File: config.mk
export PLATFORM = sky130hd
export DESIGN_NAME = dtq_datapath
export DESIGN_NICKNAME = d
export VERILOG_FILES = /design/src/hw/rtl/dtq_pkg.sv /design/src/hw/rtl/dtq_datapath.sv
export SDC_FILE = /design/constraint.sdc
export NUM_CORES = 2
export LEC_CHECK = 0
export BUFFER_PORTS_ARGS = -buffer_cell sky130_fd_sc_hd__buf_2
export CAP_MARGIN = 10
export CELL_PAD_IN_SITES_DETAIL_PLACEMENT = 1
export CELL_PAD_IN_SITES_GLOBAL_PLACEMENT = 1
export CORE_MARGIN = 1
export CORE_UTILIZATION = 30
export DETAILED_ROUTE_END_ITERATION = 10
export GPL_TIMING_DRIVEN = 0
export PLACE_DENSITY = 0.62
export SYNTH_ARGS = -nofsm -noshare
export SYNTH_HDL_FRONTEND = slang
export SYNTH_SLANG_ARGS = --single-unit
File: constraint.sdc
create_clock -name clk -period 4.3 [get_ports clk]
set_clock_uncertainty 0.1 [all_clocks]
set_input_delay 0.215 -clock clk [delete_from_list [all_inputs] [get_ports clk]]
set_output_delay 0.215 -clock clk [all_outputs]
set_load 0.005 [all_outputs]
File: src/hw/rtl/dtq_pkg.sv
// Shared types and constants for the drop-tail queue delay model.
// Holds the controller/datapath command and status structs and field widths.
// No dependencies.
package dtq_pkg;

	localparam int TIME_W    = 48;
	localparam int CFG_W     = 32;
	localparam int CFG_IDX_W = 2;
	localparam int CAP_W     = 7;
	localparam int CNT_W     = 32;
	localparam int SUM_W     = 64;

	localparam logic [CFG_IDX_W-1:0] CFG_INGRESS  = 2'd0;
	localparam logic [CFG_IDX_W-1:0] CFG_SERVICE  = 2'd1;
	localparam logic [CFG_IDX_W-1:0] CFG_EGRESS   = 2'd2;
	localparam logic [CFG_IDX_W-1:0] CFG_CAPACITY = 2'd3;

	localparam logic [CFG_W-1:0] INGRESS_RST  = 32'd0;
	localparam logic [CFG_W-1:0] SERVICE_RST  = 32'd1;
	localparam logic [CFG_W-1:0] EGRESS_RST   = 32'd0;
	localparam logic [CAP_W-1:0] CAPACITY_RST = 7'd64;

	typedef enum logic [3:0] {
		ST_IDLE,
		ST_ARRIVE,
		ST_RETIRE,
		ST_SERVE,
		ST_DEPART,
		ST_E2E_QD,
		ST_E2E_SVC,
		ST_E2E_EGR,
		ST_FINISH
	} state_t;

	// Operand selection for the shared saturating time adder
	typedef enum logic [2:0] {
		ADD_ARRIVE,
		ADD_DEPART,
		ADD_E2E_QD,
		ADD_E2E_SVC,
		ADD_E2E_EGR
	} add_sel_t;

	typedef struct packed {
		logic     load_arr;
		logic     add_en;
		add_sel_t add_sel;
		logic     retire;
		logic     serve;
		logic     finish;
	} cmd_t;

	typedef struct packed {
		logic retire_ok;
		logic drop_now;
	} status_t;

endpackage

File: src/hw/rtl/dtq_datapath.sv
// Datapath of the drop-tail queue delay model: configuration registers,
// departure ring memory, shared saturating time adder, counters and result register.
// Depends on dtq_pkg.
module dtq_datapath import dtq_pkg::*; #(
	parameter int QUEUE_DEPTH = 64,
	parameter int TIME_BITS   = 48
) (
	input  logic                 clk,
	input  logic                 arst_n,
	input  logic                 cfg_wr_en,
	input  logic [CFG_IDX_W-1:0] cfg_index,
	input  logic [CFG_W-1:0]     cfg_wr_data,
	input  logic [TIME_W-1:0]    arrival_time,
	input  cmd_t                 cmd,
	output status_t              status,
	output logic                 was_dropped,
	output logic [CAP_W-1:0]     depth_seen,
	output logic [TIME_W-1:0]    queue_delay,
	output logic [TIME_W-1:0]    departure_time,
	output logic [TIME_W-1:0]    end_to_end_delay,
	output logic [CNT_W-1:0]     delivered_count,
	output logic [CNT_W-1:0]     dropped_count,
	output logic [CAP_W-1:0]     peak_depth,
	output logic [SUM_W-1:0]     total_queue_delay,
	output logic [SUM_W-1:0]     total_e2e_delay
);

	localparam int IW   = (QUEUE_DEPTH > 1) ? $clog2(QUEUE_DEPTH) : 1;
	localparam int OW   = $clog2(QUEUE_DEPTH + 1);
	localparam int CMPW = ((OW > CAP_W) ? OW : CAP_W) + 1;
	localparam int AW   = (TIME_BITS > TIME_W) ? TIME_BITS : TIME_W;
	localparam int SW   = (TIME_BITS > CFG_W) ? TIME_BITS : CFG_W;
	localparam int TLW  = IW + 2;

	localparam logic [AW-1:0] TMAX_AW = AW'({TIME_BITS{1'b1}});
	localparam logic [SW-1:0] TMAX_SW = SW'({TIME_BITS{1'b1}});

	// configuration
	logic [CFG_W-1:0] ingress_q, service_q, egress_q;
	logic [CAP_W-1:0] capacity_q;

	// queue state
	logic [TIME_BITS-1:0] ring [QUEUE_DEPTH];
	logic [TIME_BITS-1:0] rd_q;
	logic [IW-1:0]        head_q, head_d, head_inc;
	logic [OW-1:0]        occ_q, max_occ_q;
	logic [TIME_BITS-1:0] last_dep_q;

	// per-item work registers
	logic [TIME_BITS-1:0] arr_q, ra_q, start_q, qdelay_q, depart_q, e2e_q;
	logic                 dropped_q;

	// result and statistics registers
	logic                 was_dropped_q;
	logic [CAP_W-1:0]     depth_q;
	logic [TIME_W-1:0]    qdelay_out_q, depart_out_q, e2e_out_q;
	logic [CNT_W-1:0]     delivered_q, dropped_cnt_q;
	logic [SUM_W-1:0]     qsum_q, esum_q;

	// arrival clamp
	logic [AW-1:0]        arr_ext, arr_cl;

	// shared saturating adder
	logic [SW-1:0]        add_a, add_b, add_a_cl;
	logic [SW:0]          add_sum;
	logic [TIME_BITS-1:0] add_res;

	// serve and finish helpers
	logic                 later_last;
	logic [TLW-1:0]       tail_sum, tail_wrap;
	logic [IW-1:0]        tail_idx;
	logic [SUM_W:0]       qsum_add, esum_add;

	assign arr_ext = AW'(arrival_time);
	assign arr_cl  = (arr_ext > TMAX_AW) ? TMAX_AW : arr_ext;

	always_comb begin
		case (cmd.add_sel)
			ADD_ARRIVE: begin
				add_a = SW'(arr_q);
				add_b = SW'(ingress_q);
			end
			ADD_DEPART: begin
				add_a = SW'(start_q);
				add_b = SW'(service_q);
			end
			ADD_E2E_QD: begin
				add_a = SW'(ingress_q);
				add_b = SW'(qdelay_q);
			end
			ADD_E2E_SVC: begin
				add_a = SW'(e2e_q);
				add_b = SW'(service_q);
			end
			ADD_E2E_EGR: begin
				add_a = SW'(e2e_q);
				add_b = SW'(egress_q);
			end
			default: begin
				add_a = '0;
				add_b = '0;
			end
		endcase
	end

	assign add_a_cl = (add_a > TMAX_SW) ? TMAX_SW : add_a;
	assign add_sum  = (SW+1)'(add_a_cl) + (SW+1)'(add_b);
	assign add_res  = (add_sum > (SW+1)'(TMAX_SW)) ? TIME_BITS'(TMAX_SW)
	                                               : TIME_BITS'(add_sum);

	assign head_inc = (32'(head_q) == QUEUE_DEPTH - 1) ? '0 : head_q + 1'b1;
	assign head_d   = cmd.retire ? head_inc : head_q;

	assign status.retire_ok = (occ_q != '0) && (rd_q <= ra_q);
	assign status.drop_now  = (CMPW'(occ_q) >= CMPW'(QUEUE_DEPTH))
	                       || (CMPW'(occ_q) >= CMPW'(capacity_q));

	assign later_last = last_dep_q > ra_q;

	assign tail_sum  = TLW'(head_q) + TLW'(occ_q);
	assign tail_wrap = (tail_sum >= TLW'(QUEUE_DEPTH)) ? tail_sum - TLW'(QUEUE_DEPTH)
	                                                   : tail_sum;
	assign tail_idx  = tail_wrap[IW-1:0];

	assign qsum_add = (SUM_W+1)'(qsum_q) + (SUM_W+1)'(qdelay_q);
	assign esum_add = (SUM_W+1)'(esum_q) + (SUM_W+1)'(e2e_q);

	// ring memory: read follows the next head every cycle
	always_ff @(posedge clk) begin
		rd_q <= ring[head_d];
		if (cmd.finish && !dropped_q) begin
			ring[tail_idx] <= depart_q;
		end
	end

	always_ff @(posedge clk or negedge arst_n) begin
		if (!arst_n) begin
			ingress_q  <= INGRESS_RST;
			service_q  <= SERVICE_RST;
			egress_q   <= EGRESS_RST;
			capacity_q <= CAPACITY_RST;
		end else if (cfg_wr_en) begin
			case (cfg_index)
				CFG_INGRESS:  ingress_q  <= cfg_wr_data;
				CFG_SERVICE:  service_q  <= cfg_wr_data;
				CFG_EGRESS:   egress_q   <= cfg_wr_data;
				CFG_CAPACITY: capacity_q <= cfg_wr_data[CAP_W-1:0];
				default: begin
				end
			endcase
		end
	end

	always_ff @(posedge clk or negedge arst_n) begin
		if (!arst_n) begin
			head_q        <= '0;
			occ_q         <= '0;
			max_occ_q     <= '0;
			last_dep_q    <= '0;
			delivered_q   <= '0;
			dropped_cnt_q <= '0;
			qsum_q        <= '0;
			esum_q        <= '0;
		end else begin
			if (cmd.retire) begin
				head_q <= head_inc;
				occ_q  <= occ_q - 1'b1;
			end
			if (cmd.finish) begin
				if (occ_q > max_occ_q) begin
					max_occ_q <= occ_q;
				end
				if (dropped_q) begin
					if (dropped_cnt_q != '1) begin
						dropped_cnt_q <= dropped_cnt_q + 1'b1;
					end
				end else begin
					occ_q      <= occ_q + 1'b1;
					last_dep_q <= depart_q;
					if (delivered_q != '1) begin
						delivered_q <= delivered_q + 1'b1;
					end
					qsum_q <= qsum_add[SUM_W] ? '1 : qsum_add[SUM_W-1:0];
					esum_q <= esum_add[SUM_W] ? '1 : esum_add[SUM_W-1:0];
				end
			end
		end
	end

	// work and result registers
	always_ff @(posedge clk) begin
		if (cmd.load_arr) begin
			arr_q <= TIME_BITS'(arr_cl);
		end
		if (cmd.add_en) begin
			case (cmd.add_sel)
				ADD_ARRIVE: ra_q     <= add_res;
				ADD_DEPART: depart_q <= add_res;
				default:    e2e_q    <= add_res;
			endcase
		end
		if (cmd.serve) begin
			dropped_q <= status.drop_now;
			qdelay_q  <= later_last ? last_dep_q - ra_q : '0;
			start_q   <= later_last ? last_dep_q : ra_q;
		end
		if (cmd.finish) begin
			was_dropped_q <= dropped_q;
			depth_q       <= CAP_W'(occ_q);
			qdelay_out_q  <= dropped_q ? '0 : TIME_W'(qdelay_q);
			depart_out_q  <= dropped_q ? '0 : TIME_W'(depart_q);
			e2e_out_q     <= dropped_q ? '0 : TIME_W'(e2e_q);
		end
	end

	assign was_dropped       = was_dropped_q;
	assign depth_seen        = depth_q;
	assign queue_delay       = qdelay_out_q;
	assign departure_time    = depart_out_q;
	assign end_to_end_delay  = e2e_out_q;
	assign delivered_count   = delivered_q;
	assign dropped_count     = dropped_cnt_q;
	assign peak_depth        = CAP_W'(max_occ_q);
	assign total_queue_delay = qsum_q;
	assign total_e2e_delay   = esum_q;

endmodule
==> impl_metrics.tcl <==
set metrics [dict create \
    reg2reg_depth 20 \
    cts_sinks 3924 \
    grt_max_degree 104 \
    violations "negative setup slack" \
    seqPwrFrac_pct 29.6 \
    grt_pass1_wl_mm 933.6 \
    hold_violations 0 \
    syn_avg_cell_area_um2 12.23 \
    io_pins 446 \
    hold_depth 3 \
    start_util_pct 30.20 \
    area_delta_synth_final_pct 24.26 \
    switchingPower_uw 75160 \
    pwr-share-comb_pct 48.4 \
    fill_cells 58920 \
    final_util_pct 37.52 \
    synth_top_area_cell "edfxtp_1" \
    fin_total_pwr_uw 163300 \
    cp_slowest_stage_delay_ns 0.52 \
    std_cell_rows 273 \
    tritoncts "yes" \
    cts_buffers 415 \
    place_area_mm2 0.1865 \
    synth_top_area_share_pct 63.05 \
    grt_pass1_vias 123100 \
    num_vias 122700 \
    leakage_uw 0.07469 \
    r2r_end "ra_q[19]$_DFFE_PP_" \
    grt_use_total_pct 23.12 \
    multiInputGateArea_mm2 0.05270 \
    synth_fp_nets 14050 \
    synthArstFlopShare_pct 9.251 \
    gp_congestion 0.9136 \
    crit_path_max_fanout 7 \
    slew_headroom_pct 9.610 \
    min_period_over_period_pct 104.4 \
    synth-main-ff-cell "edfxtp_1" \
    end_kind "flop" \
    drc_errors 0 \
    switching_share_pct 46.02 \
    cp_slowest_cell "edfxtp_1" \
    die_x_um 748.8 \
    synth-edff-count 3513 \
    drt_iter0_drc 13100 \
    peakVddDrop_uv 788.6 \
    ys_seq_area_share_pct 69.06 \
    r2r_setup_slack_ns -0.19 \
    max_freq_mhz 222.7 \
    clk_pin_slew_ns 0.06 \
    hpwl_mm 496.2 \
    min_from "cfg_wr_data[0]" \
    status "finished, violations left" \
    postRouteAntennaNets 0 \
    period_minus_slack_ns 4.490 \
    drive_above_1_share_pct 16.44 \
    via_per_inst 5.356 \
    cp.arrival_ns 5.14 \
    die_height_um 748.8 \
    gr-total-overflow 0 \
    worstSetupPathType "flop to flop" \
    core_mm2 0.5540 \
    rsz0062_at_grt "true" \
    syn_inst 13680 \
    cp-start-kind "flop" \
    root_buffer "clkbuf_16" \
    fin_area_mm2 0.2079 \
    powerDensity_mw_per_mm2 785.6 \
    firstDrtPassIters 8 \
    worstMarginPinSlew_ns 1.356 \
    netlist_area_mm2 0.1673 \
    post-place-ws_ns -2.727 \
    ys_warn_count 0 \
    cts_max_path_buffers 4 \
    cp_cell_sequence "mux2i_1 -> nor2_1 -> a21oi_1 -> o21ai_0 -> ha_1 -> clkbuf_1 -> a21oi_1 -> o21ai_1 -> a211o_1 -> a31o_2 -> o211ai_1 -> buf_4 -> nand2_4 -> a31oi_4 -> nor2b_4 -> o22ai_4 -> clkbuf_16 -> buf_12 -> buf_16 -> nand2_8" \
    wl_per_cell_um 29.32 \
    seq_area_mm2 0.1156 \
    synth_cell_types 89 \
    p_int_uw 88160 \
    crit_top_cell "a21oi_1" \
    cts-htree-levels 5 \
    clk_latency_ns 1.04 \
    numPortBuffers 396 \
    synth_area_leaders "edfxtp_1 (63%), nand2_1 (8.0%), dfrtp_1 (5.4%)" \
    setup_violations 280 \
    slew_viol_final 0 \
    die-area_mm2 0.5607 \
    setup_ws_ns -0.1903 \
    hp-class "input pin to flop" \
    num-nets-final 15500 \
    worstPathRequired_ns 4.95 \
    ys_ff_latch 3924 \
    reg2reg_from "qdelay_q[23]$_SDFFCE_PN0P_" \
    power_frac_clock_pct 22.1 \
    min_to "capacity_q[0]$_DFFE_PN0P_" \
    wirelength_mm 671.9 \
    cap_viol_max_count 0 \
    antenna_found_initial 67 \
]
==> worst max path at each step <==
stage	depth (start not counted)	startpoint	end
floorplan	8	occ_q[1]$_DFF_PN0_	ring[51][0]$_DFFE_PP_
global placement	7	cmd[0]	ring[23][25]$_DFFE_PP_
detailed placement	21	cmd[3]	ra_q[44]$_DFFE_PP_
CTS	14	head_q[1]$_DFF_PN0_	rd_q[41]$_DFF_P_
global route	20	e2e_q[0]$_DFFE_PP_	depart_q[19]$_DFFE_PP_
finish	20	qdelay_q[23]$_SDFFCE_PN0P_	ra_q[19]$_DFFE_PP_
==> cell type report <==
class	instances	share of cell area (%)
clock inverter	220	0.9894
sequential	3924	55.58
inverter	169	0.3063
clock buffer	529	5.376
multi-input combinational	8717	25.35
tap	7425	4.469
antenna	23	0.02768
timing repair buffer	995	5.861
buffer	912	2.045
==> worst max-delay path, delay by kind of cell (launching register included) <==
kind	cells	cell delay, ns
buffers and inverters	5	0.91
and+or+nand+nor	4	0.28
muxes	1	0.19
adders and majority gates	1	0.33
AOI/OAI and AO/OA	9	1.85
DFF	1	0.52
==> cells by family (layout without fill, tap and decap cells) <==
kind of cell    Yosys count  count (layout)  share of synthesized area (%)
simple gates           6197            6238                          16.18
mux                     199             199                          1.508
xor+xnor                242             242                          1.267
compound gates         1768            1768                          7.439
buf+inv                1084            2825                          2.502
flops                  3924            3924                          69.06
fa+ha+maj               270             270                          2.042
other cells               0              23                              0
==> power groups by stage <==
| stage | Clock (uW) | Combinational, uW | Sequential (uW) |
|---|---|---|---|
| after floorplan | 0 | 36100 | 48000 |
| after global placement | 0 | 65300 | 49800 |
| after detailed placement | 0 | 69200 | 49100 |
| after CTS | 36400 | 75800 | 48300 |
| after global routing | 37700 | 82900 | 48500 |
| final | 36000 | 79000 | 48300 |
==> routing by layer <==
layer	GRT usage, %	wire [um]	part of all wire (%)
met1	30.03	270300	40
met2	37.47	309800	46
met3	3.919	52950	7.9
met4	11.33	38850	5.8
met5	0	70	0.010
==> state kept, by name (all words and copies together) (netlist names), 48 cells and up <==
register	cells
depart_q	48
ring	3072
last_dep_q	48
end_to_end_delay	48
queue_delay	48
rd_q	48
arr_q	48
total_queue_delay	64
qdelay_q	48
ra_q	48
departure_time	48
start_q	48
total_e2e_delay	64
e2e_q	48
==> layout by cell type, fill, tap and decap left out, types with 112 or more instances in the layout <==
| cell | n |
|---|---|
| clkbuf_2 | 221 |
| a21oi_1 | 316 |
| buf_2 | 468 |
| and3_1 | 237 |
| o21ai_0 | 251 |
| nand2_1 | 3512 |
| ha_1 | 264 |
| buf_16 | 160 |
| a311oi_2 | 134 |
| dfrtp_1 | 354 |
| a21o_1 | 142 |
| inv_1 | 165 |
| mux2_2 | 114 |
| nand3_1 | 1626 |
| nor2b_1 | 179 |
| clkbuf_16 | 429 |
| dlygate4sd3_1 | 167 |
| buf_4 | 112 |
| xnor2_1 | 143 |
| buf_12 | 148 |
| nor2_1 | 233 |
| edfxtp_1 | 3513 |
| clkbuf_1 | 596 |
| a311oi_1 | 320 |
==> through the flow <==
step	std cells	TNS, ns	hold slack, ns
after floorplan	13680	-648.44	-0.1806
after global placement	21510	-	0.2881
after detailed placement	21820	-3443.55	0.2198
after CTS	22830	-149.33	0.09816
after global routing	22890	-42.01	0.1443
final	22910	-19.92	0.1951
==> cells in the mapped netlist, types with 7 or more instances <==
cell type	count
a21oi_1	366
xor2_1	94
buf_1	77
mux2i_1	54
nor4_1	14
a211oi_1	79
and3_1	239
xnor2_1	148
a31oi_1	148
nand4_1	84
a21boi_0	10
edfxtp_1	3513
or2_2	12
o21a_1	35
or3_1	9
nand2_1	3563
mux4_2	31
clkbuf_1	774
o21ai_0	265
a41oi_1	12
o211ai_1	18
o221ai_1	9
mux2_2	114
nand2b_1	35
o21bai_1	24
ha_1	265
and4_1	18
a311oi_1	486
inv_1	168
o2111ai_1	7
o31ai_1	13
a21o_1	142
nor3_1	48
nor2_1	301
and2_1	44
buf_2	51
dfxtp_1	48
nand3_1	1628
o22a_1	84
dfrtp_1	361
nor3b_1	8
buf_4	7
nor2b_1	182
==> what timing repair did <==
action / 4_1_cts / 5_1_grt
setup endpoints to repair: 3415 / 2679
hold buffers: 171 / 0
pin swaps: 90 / 62
resized for setup: 757 / 466
cloned: 43 / 2
buffers inserted: 46 / 67
endpoints found under the hold margin: 789 / 0
Power figures use the tool's default switching activity.
